$ cat src/hw/rtl/gehu_pkg.sv
// ============================================================================
// gehu_pkg - shared types and constants of the gear estimator
// Field widths, register reset values, state and register index codes, and
// the control word of the bit-serial accumulators.
// ============================================================================
package gehu_pkg;

    // Field widths
    localparam int SPD_W     = 16;   // speed, Q8 km/h
    localparam int RPM_W     = 14;   // engine rpm
    localparam int NOW_W     = 32;   // millisecond timestamp
    localparam int GEAR_W    = 3;
    localparam int THR_W     = 12;   // Q4 ratio registers
    localparam int CONF_W    = 16;   // confirm time register
    localparam int HYST_W    = 9;    // hysteresis permille register
    localparam int CFG_W     = 16;   // widest register
    localparam int CFG_IDX_W = 3;

    localparam int NUM_THR = 4;
    localparam int NUM_CMP = NUM_THR + 1;   // four thresholds plus the minimum ratio

    // Product widths
    localparam int LHS_SH  = 12;                 // rpm * 4096
    localparam int LHS_W   = RPM_W + LHS_SH;
    localparam int PROD_W  = THR_W + SPD_W;      // threshold * speed
    localparam int MARG_W  = 11;                 // 1000 +/- permille, up to 1511
    localparam int HPROD_W = PROD_W + MARG_W;    // threshold * speed * margin
    localparam int LM_W    = RPM_W + 10;         // rpm * 1000
    localparam int CNT_W   = 4;                  // step counter, holds SPD_W - 1

    localparam logic [SPD_W-1:0]  MIN_SPEED_Q8 = 16'd1280;   // 5 km/h
    localparam logic [RPM_W-1:0]  MIN_RPM      = 14'd500;
    localparam logic [MARG_W-1:0] PERMILLE     = 11'd1000;

    // Register reset values
    localparam logic [THR_W-1:0]  RST_THR1 = 12'd1584;
    localparam logic [THR_W-1:0]  RST_THR2 = 12'd960;
    localparam logic [THR_W-1:0]  RST_THR3 = 12'd656;
    localparam logic [THR_W-1:0]  RST_THR4 = 12'd544;
    localparam logic [THR_W-1:0]  RST_MINR = 12'd320;
    localparam logic [CONF_W-1:0] RST_CONF = 16'd700;
    localparam logic [HYST_W-1:0] RST_HYST = 9'd50;

    typedef enum logic [2:0] {
        S_IDLE,
        S_MUL,
        S_SEL,
        S_HYS,
        S_DONE
    } t_state;

    typedef enum logic [CFG_IDX_W-1:0] {
        CFG_THR1 = 3'd0,
        CFG_THR2 = 3'd1,
        CFG_THR3 = 3'd2,
        CFG_THR4 = 3'd3,
        CFG_MINR = 3'd4,
        CFG_CONF = 3'd5,
        CFG_HYST = 3'd6
    } t_cfg_idx;

    // Control word of one shift-and-add accumulator
    typedef struct packed {
        logic clr;     // zero the sum
        logic step;    // shift the sum and add the operand if din is set
        logic din;     // current multiplier bit, MSB first
    } t_acc_ctl;

endpackage

$ cat src/hw/rtl/gehu_acc.sv
// ============================================================================
// gehu_acc - bit-serial shift-and-add multiplier
// Takes one multiplier bit per cycle while step is set, MSB first; after as many
// steps as the multiplier has bits the sum holds operand times multiplier.
// ============================================================================
module gehu_acc
    import gehu_pkg::*;
#(
    parameter int WA = THR_W,
    parameter int WP = PROD_W
) (
    input  logic          i_clk,
    input  t_acc_ctl      i_ctl,
    input  logic [WA-1:0] i_a,
    output logic [WP-1:0] o_p
);

    logic [WP-1:0] r_p;
    logic [WP-1:0] n_p;

    always_comb begin
        n_p = r_p;
        if (i_ctl.clr) begin
            n_p = '0;
        end else if (i_ctl.step) begin
            n_p = {r_p[WP-2:0], 1'b0} + (i_ctl.din ? WP'(i_a) : '0);
        end
    end

    always_ff @(posedge i_clk) begin
        r_p <= n_p;
    end

    assign o_p = r_p;

endmodule

$ cat src/hw/rtl/gear_estimate_with_hysteresis_unit.sv
// ============================================================================
// gear_estimate_with_hysteresis_unit - gear estimate from rpm/speed ratio
// Sequence: an input word is loaded in S_IDLE, its speed bits enter the products
//   MSB first in S_MUL, the threshold is picked in S_SEL, the margin bits enter
//   in S_HYS and S_DONE commits the result once the output register is free.
// One word at a time: the next input word is taken once the previous result
//   sits in the output register.
// Reset (synchronous, active low): default registers, gear state cleared.
// ============================================================================
module gear_estimate_with_hysteresis_unit
    import gehu_pkg::*;
(
    input  logic                  i_clk,
    input  logic                  i_rst_n,
    // slave side
    input  logic                  s_axis_tvalid,
    output logic                  s_axis_tready,
    input  logic [63:0]           s_axis_tdata,   // speed_q8[15:0], engine_rpm[29:16],
                                                  // now_ms[61:30], zero pad
    // master side
    output logic                  m_axis_tvalid,
    input  logic                  m_axis_tready,
    output logic [7:0]            m_axis_tdata,   // gear[2:0], zero pad
    // configuration
    input  logic                  i_cfg_we,
    input  logic [CFG_IDX_W-1:0]  i_cfg_idx,
    input  logic [CFG_W-1:0]      i_cfg_data
);

    // ------------------------------------------------------------------
    // Configuration registers
    // ------------------------------------------------------------------
    logic [THR_W-1:0]  r_thr [NUM_THR];
    logic [THR_W-1:0]  r_minr;
    logic [CONF_W-1:0] r_conf_ms;
    logic [HYST_W-1:0] r_hyst;

    always_ff @(posedge i_clk) begin
        if (!i_rst_n) begin
            r_thr[0]  <= RST_THR1;
            r_thr[1]  <= RST_THR2;
            r_thr[2]  <= RST_THR3;
            r_thr[3]  <= RST_THR4;
            r_minr    <= RST_MINR;
            r_conf_ms <= RST_CONF;
            r_hyst    <= RST_HYST;
        end else if (i_cfg_we) begin
            unique case (i_cfg_idx)
                CFG_THR1, CFG_THR2, CFG_THR3, CFG_THR4: begin
                    r_thr[i_cfg_idx[1:0]] <= i_cfg_data[THR_W-1:0];
                end
                CFG_MINR: r_minr    <= i_cfg_data[THR_W-1:0];
                CFG_CONF: r_conf_ms <= i_cfg_data[CONF_W-1:0];
                CFG_HYST: r_hyst    <= i_cfg_data[HYST_W-1:0];
                default: ;   // drop writes to unknown indexes
            endcase
        end
    end

    // ------------------------------------------------------------------
    // Sequencer
    // ------------------------------------------------------------------
    t_state           r_state, n_state;
    logic [CNT_W-1:0] r_cnt, n_cnt;
    logic             w_accept;
    logic             w_commit;

    assign w_accept = s_axis_tvalid && s_axis_tready;

    always_ff @(posedge i_clk) begin
        if (!i_rst_n) begin
            r_state <= S_IDLE;
            r_cnt   <= '0;
        end else begin
            r_state <= n_state;
            r_cnt   <= n_cnt;
        end
    end

    always_comb begin
        n_state       = r_state;
        n_cnt         = r_cnt;
        s_axis_tready = 1'b0;
        w_commit      = 1'b0;
        unique case (r_state)
            S_IDLE: begin
                s_axis_tready = 1'b1;
                n_cnt         = '0;
                if (s_axis_tvalid) begin
                    n_state = S_MUL;
                end
            end
            // one speed bit per cycle into all five products
            S_MUL: begin
                n_cnt = r_cnt + 1'b1;
                if (r_cnt == CNT_W'(SPD_W - 1)) begin
                    n_state = S_SEL;
                end
            end
            S_SEL: begin
                n_cnt   = '0;
                n_state = S_HYS;
            end
            // one margin bit and one bit of 1000 per cycle into the hysteresis products
            S_HYS: begin
                n_cnt = r_cnt + 1'b1;
                if (r_cnt == CNT_W'(MARG_W - 1)) begin
                    n_state = S_DONE;
                end
            end
            // hold until the output register is free
            S_DONE: begin
                if (!m_axis_tvalid || m_axis_tready) begin
                    w_commit = 1'b1;
                    n_state  = S_IDLE;
                end
            end
            default: n_state = S_IDLE;
        endcase
    end

    // ------------------------------------------------------------------
    // Input word latch
    // ------------------------------------------------------------------
    logic [SPD_W-1:0] r_spd;    // shifts out MSB first during S_MUL
    logic [RPM_W-1:0] r_rpm;
    logic [NOW_W-1:0] r_now;
    logic             r_slow;

    always_ff @(posedge i_clk) begin
        if (w_accept) begin
            r_spd  <= s_axis_tdata[SPD_W-1:0];
            r_rpm  <= s_axis_tdata[SPD_W +: RPM_W];
            r_now  <= s_axis_tdata[SPD_W+RPM_W +: NOW_W];
            r_slow <= (s_axis_tdata[SPD_W-1:0] < MIN_SPEED_Q8) ||
                      (s_axis_tdata[SPD_W +: RPM_W] < MIN_RPM);
        end else if (r_state == S_MUL) begin
            r_spd <= {r_spd[SPD_W-2:0], 1'b0};
        end
    end

    // ------------------------------------------------------------------
    // Threshold * speed products: thresholds 1..4 and the minimum ratio
    // ------------------------------------------------------------------
    logic [THR_W-1:0]  w_cmp_op [NUM_CMP];
    logic [PROD_W-1:0] w_prod   [NUM_CMP];
    t_acc_ctl          w_mul_ctl;

    assign w_mul_ctl = '{clr: (r_state == S_IDLE), step: (r_state == S_MUL),
                         din: r_spd[SPD_W-1]};

    for (genvar k = 0; k < NUM_CMP; k++) begin : g_prod
        if (k < NUM_THR) begin : g_thr
            assign w_cmp_op[k] = r_thr[k];
        end else begin : g_min
            assign w_cmp_op[k] = r_minr;
        end
        gehu_acc #(
            .WA (THR_W),
            .WP (PROD_W)
        ) u_prod (
            .i_clk (i_clk),
            .i_ctl (w_mul_ctl),
            .i_a   (w_cmp_op[k]),
            .o_p   (w_prod[k])
        );
    end

    // ------------------------------------------------------------------
    // Raw gear and shift direction
    // ------------------------------------------------------------------
    logic [GEAR_W-1:0] r_cur_gear;   // confirmed gear
    logic [GEAR_W-1:0] r_cand_gear;
    logic [NOW_W-1:0]  r_since;

    logic [PROD_W-1:0] w_lhs;
    logic [GEAR_W-1:0] w_raw;
    logic              w_up, w_dn;
    logic [1:0]        w_idx;

    logic [GEAR_W-1:0] r_raw;
    logic              r_bad, r_up, r_dn;
    logic [PROD_W-1:0] r_psel;
    logic [MARG_W-1:0] r_marg;       // margin multiplier, MSB first
    logic [MARG_W-1:0] r_kbits;      // constant 1000, MSB first

    assign w_lhs = PROD_W'({r_rpm, {LHS_SH{1'b0}}});

    always_comb begin
        priority if (w_lhs > w_prod[0]) w_raw = GEAR_W'(1);
        else if (w_lhs > w_prod[1])     w_raw = GEAR_W'(2);
        else if (w_lhs > w_prod[2])     w_raw = GEAR_W'(3);
        else if (w_lhs > w_prod[3])     w_raw = GEAR_W'(4);
        else                            w_raw = GEAR_W'(5);
    end

    assign w_up  = (r_cur_gear != '0) && (w_raw > r_cur_gear);
    assign w_dn  = (r_cur_gear != '0) && (w_raw < r_cur_gear);
    // upshift tests the threshold below the raw gear, downshift its own
    assign w_idx = w_up ? 2'(w_raw - GEAR_W'(2)) : 2'(w_raw - GEAR_W'(1));

    always_ff @(posedge i_clk) begin
        if (r_state == S_SEL) begin
            r_raw   <= w_raw;
            r_bad   <= r_slow || (w_lhs < w_prod[NUM_CMP-1]);
            r_up    <= w_up;
            r_dn    <= w_dn;
            r_psel  <= w_prod[w_idx];
            r_marg  <= w_up ? (PERMILLE - MARG_W'(r_hyst)) : (PERMILLE + MARG_W'(r_hyst));
            r_kbits <= PERMILLE;
        end else if (r_state == S_HYS) begin
            r_marg  <= {r_marg[MARG_W-2:0], 1'b0};
            r_kbits <= {r_kbits[MARG_W-2:0], 1'b0};
        end
    end

    // ------------------------------------------------------------------
    // Hysteresis products: threshold*speed*margin and rpm*1000
    // ------------------------------------------------------------------
    t_acc_ctl           w_hq_ctl, w_lm_ctl;
    logic [HPROD_W-1:0] w_hq;
    logic [LM_W-1:0]    w_lm;

    assign w_hq_ctl = '{clr: (r_state == S_SEL), step: (r_state == S_HYS),
                        din: r_marg[MARG_W-1]};
    assign w_lm_ctl = '{clr: (r_state == S_SEL), step: (r_state == S_HYS),
                        din: r_kbits[MARG_W-1]};

    gehu_acc #(
        .WA (PROD_W),
        .WP (HPROD_W)
    ) u_hq (
        .i_clk (i_clk),
        .i_ctl (w_hq_ctl),
        .i_a   (r_psel),
        .o_p   (w_hq)
    );

    gehu_acc #(
        .WA (RPM_W),
        .WP (LM_W)
    ) u_lm (
        .i_clk (i_clk),
        .i_ctl (w_lm_ctl),
        .i_a   (r_rpm),
        .o_p   (w_lm)
    );

    // ------------------------------------------------------------------
    // Commit: proposal, candidate timing, confirmed gear
    // ------------------------------------------------------------------
    logic [HPROD_W-1:0] w_lhsm;
    logic [NOW_W-1:0]   w_elapsed;
    logic [GEAR_W-1:0]  w_prop;
    logic [GEAR_W-1:0]  n_cur_gear, n_cand_gear;
    logic [NOW_W-1:0]   n_since;

    assign w_lhsm    = HPROD_W'({w_lm, {LHS_SH{1'b0}}});
    assign w_elapsed = r_now - r_since;

    always_comb begin
        w_prop = r_cur_gear;
        if (r_cur_gear == '0) begin
            w_prop = r_raw;
        end else if (r_up && (w_lhsm < w_hq)) begin
            w_prop = r_raw;
        end else if (r_dn && (w_lhsm > w_hq)) begin
            w_prop = r_raw;
        end
    end

    always_comb begin
        n_cur_gear  = r_cur_gear;
        n_cand_gear = r_cand_gear;
        n_since     = r_since;
        priority if (r_bad) begin
            // too slow, idle or ratio below the valid range: clear all
            n_cur_gear  = '0;
            n_cand_gear = '0;
            n_since     = '0;
        end else if (w_prop == r_cur_gear) begin
            n_cand_gear = '0;
            n_since     = '0;
        end else if (r_cand_gear != w_prop) begin
            // new candidate: start its timer
            n_cand_gear = w_prop;
            n_since     = r_now;
        end else if (w_elapsed >= NOW_W'(r_conf_ms)) begin
            n_cur_gear  = w_prop;
            n_cand_gear = '0;
            n_since     = '0;
        end
    end

    always_ff @(posedge i_clk) begin
        if (!i_rst_n) begin
            r_cur_gear  <= '0;
            r_cand_gear <= '0;
            r_since     <= '0;
        end else if (w_commit) begin
            r_cur_gear  <= n_cur_gear;
            r_cand_gear <= n_cand_gear;
            r_since     <= n_since;
        end
    end

    // ------------------------------------------------------------------
    // Output register
    // ------------------------------------------------------------------
    logic              r_ovalid;
    logic [GEAR_W-1:0] r_ogear;

    always_ff @(posedge i_clk) begin
        if (!i_rst_n) begin
            r_ovalid <= 1'b0;
        end else if (w_commit) begin
            r_ovalid <= 1'b1;
        end else if (m_axis_tready) begin
            r_ovalid <= 1'b0;
        end
    end

    always_ff @(posedge i_clk) begin
        if (w_commit) begin
            r_ogear <= n_cur_gear;
        end
    end

    assign m_axis_tvalid = r_ovalid;
    assign m_axis_tdata  = 8'(r_ogear);

endmodule

$ cat config.mk
export PLATFORM = sky130hd
export DESIGN_NAME = gear_estimate_with_hysteresis_unit
export DESIGN_NICKNAME = d
export VERILOG_FILES = /design/src/hw/rtl/gehu_pkg.sv /design/src/hw/rtl/gehu_acc.sv /design/src/hw/rtl/gear_estimate_with_hysteresis_unit.sv
export SDC_FILE = /design/constraint.sdc
export NUM_CORES = 1
export LEC_CHECK = 0
export ABC_AREA = 1
export BUFFER_PORTS_ARGS = -buffer_cell sky130_fd_sc_hd__buf_2
export CELL_PAD_IN_SITES_DETAIL_PLACEMENT = 0
export CELL_PAD_IN_SITES_GLOBAL_PLACEMENT = 2
export CORE_AREA = 8 8 302 275
export DETAILED_ROUTE_END_ITERATION = 16
export DIE_AREA = 0 0 310 283
export GPL_ROUTABILITY_DRIVEN = 0
export GPL_TIMING_DRIVEN = 0
export PLACE_DENSITY_LB_ADDON = 0.1
export SYNTH_ARGS = -nofsm -noshare
export SYNTH_HDL_FRONTEND = slang
export SYNTH_SLANG_ARGS = --single-unit
$ cat constraint.sdc
create_clock -name i_clk -period 10.55 [get_ports i_clk]
set_input_delay 2.11 -clock i_clk [delete_from_list [all_inputs] [get_ports i_clk]]
set_output_delay 2.11 -clock i_clk [all_outputs]
set_load 0.02 [all_outputs]
# After elaboration in Yosys (flattened, before gate mapping)
# Memory sizes are Yosys's and may differ from the RTL's.
# Cells that the tools add are included.
# word_totals
ramBits	48
romBits	0
n_memories	1
word_cells	155
regBits	405
latch_bits	0
input_bits	88
out_inout_bits	10
# mem_list
memory	words	width	rd	rd_ports_with_merged_regs	wr	line_no	source
r_thr	4	12	4	0	4	gear_estimate_with_hysteresis_unit.sv:33	logic [THR_W-1:0] r_thr [NUM_THR];
# op_classes
div_mod_pow	0
n_reduce_logical	27
n_addsub	13
n_shift	0
mux	54
mul	0
n_lt_le_gt_ge	13
eq_ne	18
bitwise	1
# ops
op	count
28-bit adder	5
32-bit 2-to-1 mux	4
26-bit by 28-bit > comparator with 1-bit output	4
28-bit binary-select mux with 3-bit select	1
28-bit 2-to-1 mux	3
12-bit 2-to-1 mux	6
3-bit 2-to-1 mux	18
39-bit adder	1
36-bit by 39-bit > comparator with 1-bit output	1
36-bit by 39-bit < comparator with 1-bit output	1
11-bit 2-to-1 mux	3
32-bit by 16-bit greater-or-equal comparator with 1-bit output	1
16-bit 2-to-1 mux	2
32-bit subtractor	1
26-bit by 28-bit < comparator with 1-bit output	1
24-bit adder	1
16-bit by 11-bit < comparator with 1-bit output, second input constant	1
3-bit one-hot mux with 5 select lines	1
14-bit by 9-bit < comparator with 1-bit output, second input constant	1
14-bit 2-to-1 mux	1
3-bit by 2-bit equality test with 1-bit output, second input constant	4
3-bit equality test, second input constant	4
1-bit 2-to-1 mux	12
12-bit OR reduction	1
27 further kinds	48

# Longest topological paths before layout
# logic_depth
word_depth	12
ltp_mapped	26
ltp_nobuf	26

# Modules after synthesis
# A second synthesis with hierarchy kept.
# hier_totals
cells_unflattened	5655
area_unflattened_um2	35821.9
# by_module_without_submodules
mod	seq_area_each_um2	n_inst	area_each_um2	cells_each
gear_estimate_with_hysteresis_unit	6596.3	1	17229.0	2321
gehu_acc at g_prod[0].u_prod ...	560.5	5	2427.3	435
gehu_acc at u_hq	780.7	1	4103.9	742
gehu_acc at u_lm	480.5	1	2352.3	417

# Worst setup path after synthesis
# Ideal clock, no wire load.
# synth_path
path_type	input-to-reg
from	input s_axis_tvalid
to	register r_now[0] (enable)
path_slack_ns	6.162
cell_stages	3
t_arrival_ns	3.959
t_required_ns	10.121
setup_ns	0.429
path_buffers	1
path_cell_list	inv_1 -> nor2_1 -> clkbuf_1
# synth_via
elab_chain_cells	1
# synth_rtl
item	line_no	source
start: declaration	gear_estimate_with_hysteresis_unit.sv:16	input logic s_axis_tvalid,
1-bit logical AND	gear_estimate_with_hysteresis_unit.sv:68	assign w_accept = s_axis_tvalid && s_axis_tready;
via w_accept	gear_estimate_with_hysteresis_unit.sv:65	logic w_accept;
end signal: assignment	gear_estimate_with_hysteresis_unit.sv:134	r_now <= s_axis_tdata[SPD_W+RPM_W +: NOW_W];
end: declaration	gear_estimate_with_hysteresis_unit.sv:127	logic [NOW_W-1:0] r_now;
# The timed path passes the listed nets, and every way through them passes these cells.
# A chain may end at the register's enable or synchronous reset.

# Worst setup path after layout
# layout_path
from	register r_rpm[7]
to	register r_psel[26] (data pin)
# layout_via
word_cells_on_any_way	17
cone_classes	2 x add/sub; 5 x order compare; 8 x mux; 1 x bitwise; 1 x reduce/logical
# layout_lines
item	line_no	source
start: declaration	gear_estimate_with_hysteresis_unit.sv:126	logic [RPM_W-1:0] r_rpm;
start signal: assignment	gear_estimate_with_hysteresis_unit.sv:133	r_rpm <= s_axis_tdata[SPD_W +: RPM_W];
26-bit by 28-bit > comparator with 1-bit output	gear_estimate_with_hysteresis_unit.sv:192	else if (w_lhs > w_prod[2]) w_raw = GEAR_W'(3);
3-bit 2-to-1 mux	gear_estimate_with_hysteresis_unit.sv:192	
3-bit 2-to-1 mux	gear_estimate_with_hysteresis_unit.sv:191	else if (w_lhs > w_prod[1]) w_raw = GEAR_W'(2);
3-bit 2-to-1 mux *	gear_estimate_with_hysteresis_unit.sv:190	priority if (w_lhs > w_prod[0]) w_raw = GEAR_W'(1);
via w_raw[2]	gear_estimate_with_hysteresis_unit.sv:177	logic [GEAR_W-1:0] w_raw;
3-bit > comparator *	gear_estimate_with_hysteresis_unit.sv:197	assign w_up = (r_cur_gear != '0) && (w_raw > r_cur_gear);
1-bit logical AND *	gear_estimate_with_hysteresis_unit.sv:197	
via w_up	gear_estimate_with_hysteresis_unit.sv:178	logic w_up, w_dn;
2-bit 2-to-1 mux *	gear_estimate_with_hysteresis_unit.sv:200	assign w_idx = w_up ? 2'(w_raw - GEAR_W'(2)) : 2'(w_raw - GEAR_W'(1));
2-bit inverter with 3-bit output (not written as such) *	gear_estimate_with_hysteresis_unit.sv:208	r_psel <= w_prod[w_idx];
28-bit binary-select mux with 3-bit select *	gear_estimate_with_hysteresis_unit.sv:208	
28-bit 2-to-1 mux (not written as such) * (2 in series)	gear_estimate_with_hysteresis_unit.sv:208	
end signal: assignment	gear_estimate_with_hysteresis_unit.sv:208	
end: declaration	gear_estimate_with_hysteresis_unit.sv:183	logic [PROD_W-1:0] r_psel;
# The timed path passes the listed nets; every way through them passes the cells marked *. The select of a mux whose other input is x is not followed.

==> run summary <==
DR DRC count -> 0
Syn. warnings -> 0
Deepest level of the CTS H-tree -> 2
Highest fanout seen on the critical path -> 10
Mean post-synth cell area -> 7.04 µm²
Die area -> 87700 µm²
Vertical die dimension -> 283 µm
Slew @ Worst Pin -> 1.33 ns
Final cell area excluding filler cells -> 34600 µm²
Global-route congestion overflow total -> 0
Synthesized area -> 30800 µm²
Number of buffers inserted during clock tree synthesis -> 55
Critical path data required time -> 10.92 ns
Instance area after placement -> 32600 µm²
Cts-stage hold buffer count -> 0
Num rows -> 98
Synthesis-to-layout area growth -> 12.3%
CTS clk-pin slew, worst paths -> 0.06 ns
Maximum clock frequency -> 159 MHz
Aggregate routed wire length -> 106000 µm
Total vias in the final route -> 28400
Vias/cell -> 5.06
Cell at the root of the clock tree -> sky130_fd_sc_hd__clkbuf_16
Final critical delay including setup and external delays -> 6.30 ns
Total half-perimeter wirelength after legalization and detailed placement -> 83900 µm
Starting density of the core -> 39.3%
Share of the cycle needed by the critical path after routing -> 59.7%
R2R setup slack -> 4.25 ns
Share of synthesized area occupied by flip-flops and latches -> 34.6%
CP startpoint kind -> flop
Largest cells by area after synthesis -> sky130_fd_sc_hd__dfxtp_1 (19%), sky130_fd_sc_hd__edfxtp_1 (16%), sky130_fd_sc_hd__nand2_1 (12%)
Clock latency on the worst-skew pair -> 0.65 ns
CTS tree -> yes
Setup repair after global routing missed its margin -> false
Class of the tightest hold or removal check -> flop to flop
Via count of the first global-routing pass -> 26800
EDFF count, synth -> 159
Core Footprint -> 78200 µm²
Most used standard cells in the synthesized netlist -> sky130_fd_sc_hd__nand2_1 (985), sky130_fd_sc_hd__inv_1 (794), sky130_fd_sc_hd__a21oi_1 (359)
Primary FF master, synth -> sky130_fd_sc_hd__dfxtp_1
Library cell with the largest summed area after synthesis -> sky130_fd_sc_hd__dfxtp_1
Width of the die -> 310 µm
Worst vdd ir -> 0.150 mV
Number of buffer and inverter stages on the critical path -> 3
Wire length of the first global-routing pass -> 161000 µm
Most repeated cell in the gate-level netlist after synthesis -> sky130_fd_sc_hd__nand2_1
Share of flip-flops with an asynchronous set or reset after synthesis -> 0%
Delay of the slowest cell on the worst path -> 0.73 ns
Post-CTS Repair Setup Buffers -> 0
Number of pins exceeding their max-slew limit in the final report -> 0
Count of state elements after synthesis -> 453
Crit-path most repeated cell -> sky130_fd_sc_hd__nand3_1
Dominant delay contributor by cell family on the critical path -> simple AND/OR/NAND/NOR gates
Top-Level Pins -> 98
Fill cell count -> 8367
Number of design-rule violations left by the first detailed-router iteration -> 2186
Count of different cell masters after synthesis -> 61
Initial antenna violation count -> 1
IO Port Bufs -> 89
First-pass DRT Iterations -> 6
Setup crit end kind -> flop
Number of clock sinks -> 453
Sequence of cells on the critical path -> ha_1 > nand2_1 > nor3_1 > nand3_1 > nor4_1 > nand3_1 > nand2_1 > nand2_1 > a21oi_1 > ha_1 > a21oi_1 > o21ai_0 > nand3_1 > inv_1 > nand3_1 > clkbuf_1 > buf_1 > nand3_1 > nand3_1 > nand2_1
Power density relative to cell area -> 305 nW/µm²
Worst clock skew -> 0.0192 ns
Total leakage power -> 17.3 nW
Area of the multi-input gates -> 16500 µm²
Data arrival time of the critical path -> 6.66 ns
Area share of the largest cell type after synthesis -> 19.1%
Fraction of layout instances using a drive strength above 1 -> 5.82%
Register area -> 10700 µm²
Hold Vio Cnt, Final -> 0
Headroom to the max-slew limit -> 11.6%
Standard cell with the maximum stage delay on the critical path -> sky130_fd_sc_hd__nor4_1
Cell count after synthesis -> 4370
Final antenna-violating net count -> 0
Combined global-route utilization of all metal layers -> 23.4%
Post-cts resize count -> 0
Class of the most critical setup path -> flop to flop
Number of nets in the final layout -> 4865
Maximum number of pins on one net before global-route repair -> 38
Outcome -> finished clean
Maximum root-to-sink buffer count -> 3
Aggregate negative setup slack -> 0 ns
Count of final setup violators -> 0
Maximum capacitance violations -> 0
Wirelength per Cell -> 18.8 µm
-- registers in the layout, indices dropped and copies added (netlist names), 3 cells and up --
name               flops
g_prod.u_prod.o_p    140
r_cand_gear            3
r_cnt                  4
r_conf_ms             16
r_cur_gear             3
r_hyst                 9
r_kbits                8
r_marg                11
r_minr                12
r_now                 32
r_ogear                3
r_psel                28
r_raw                  3
r_rpm                 14
r_since               32
r_spd                 16
r_state                3
r_thr                 48
u_hq.o_p              39
u_lm.o_p              24
-- final timing paths --
path                                  from          to  cells past startpoint
worst min register to register  r_kbits[3]  r_kbits[3]                      2
worst max-delay path              r_rpm[7]  r_psel[26]                     20
worst min-delay path            r_kbits[3]  r_kbits[3]                      2
worst max register to register    r_rpm[7]  r_psel[26]                     20
-- tightest hold or removal path, stage by stage (launching register included) --
cell and delay (ns):
sky130_fd_sc_hd__dfxtp_1 0.30, sky130_fd_sc_hd__inv_1 0.06, sky130_fd_sc_hd__a21oi_1 0.06
-- cell families (layout without fill, tap and decap cells) --
kind of cell | count (synthesis) | count (layout) | synth area share (%)
flip-flops | 453 | 453 | 34.6
other | 1 | 6 | 0.0122
AO/OA/AOI/OAI | 812 | 812 | 14.5
buffers and inverters | 948 | 1145 | 11.9
adder cells (fa/ha/maj) | 253 | 253 | 10.5
AND/OR/NAND/NOR | 1757 | 1757 | 24.3
XOR/XNOR | 146 | 146 | 4.15
-- power breakdown --
group | total [mW] | switching [mW] | internal [mW]
logic | 5.57 | 3.88 | 1.69
registers | 2.91 | 0.444 | 2.46
clock network | 2.08 | 0.848 | 1.23
-- cell usage in the layout (no fill, tap or decap), drive strengths merged, types with 10 or more instances in the layout --
master and count:
a211oi 16, a21oi 360, clkbuf 171, nand3b 10, dfxtp 294, buf 137
o221ai 10, a21o 22, clkinv 25, o21bai 14, xnor2 18, nand2 998
o21ai 298, a31oi 19, ha 245, edfxtp 159, nor2 280, xor2 128
inv 801, nor4 14, nor3 67, nand4 51, nand3 318, o211ai 25
-- layout make-up --
class / count / area share [%]
antenna: 1 / 0.00724
buffer: 144 / 1.89
clock buffer: 71 / 4.33
clock inverter: 33 / 1.34
inverter: 804 / 8.73
multi-input combinational: 2973 / 47.6
sequential: 453 / 30.8
tap: 1050 / 3.80
timing repair buffer: 93 / 1.45
-- per-layer routing --
metal | vias up | track usage (%) | part of all wire (%)
li1 | 14500 | - | -
met1 | 13200 | 36.0 | 51
met2 | 613 | 35.3 | 42
met3 | 89 | 2.61 | 5.1
met4 | 0 | 3.90 | 1.4
met5 | - | 0 | 0
-- through the flow --
step                setup WS, ns  std cells  power [mW]  utilization [%]  hold slack [ns]
global placement            4.42       5513        8.46             41.6            0.451
detailed placement          4.40       5517        8.48             41.7            0.458
finish                      4.25       5622        10.6             44.2            0.465
floorplan                   6.16       4374        6.51                -            0.435
global route                4.02       5621        11.4             44.2            0.493
CTS                         4.35       5621        10.6             44.2            0.466
Note: power is estimated with default switching activity, not from simulation.
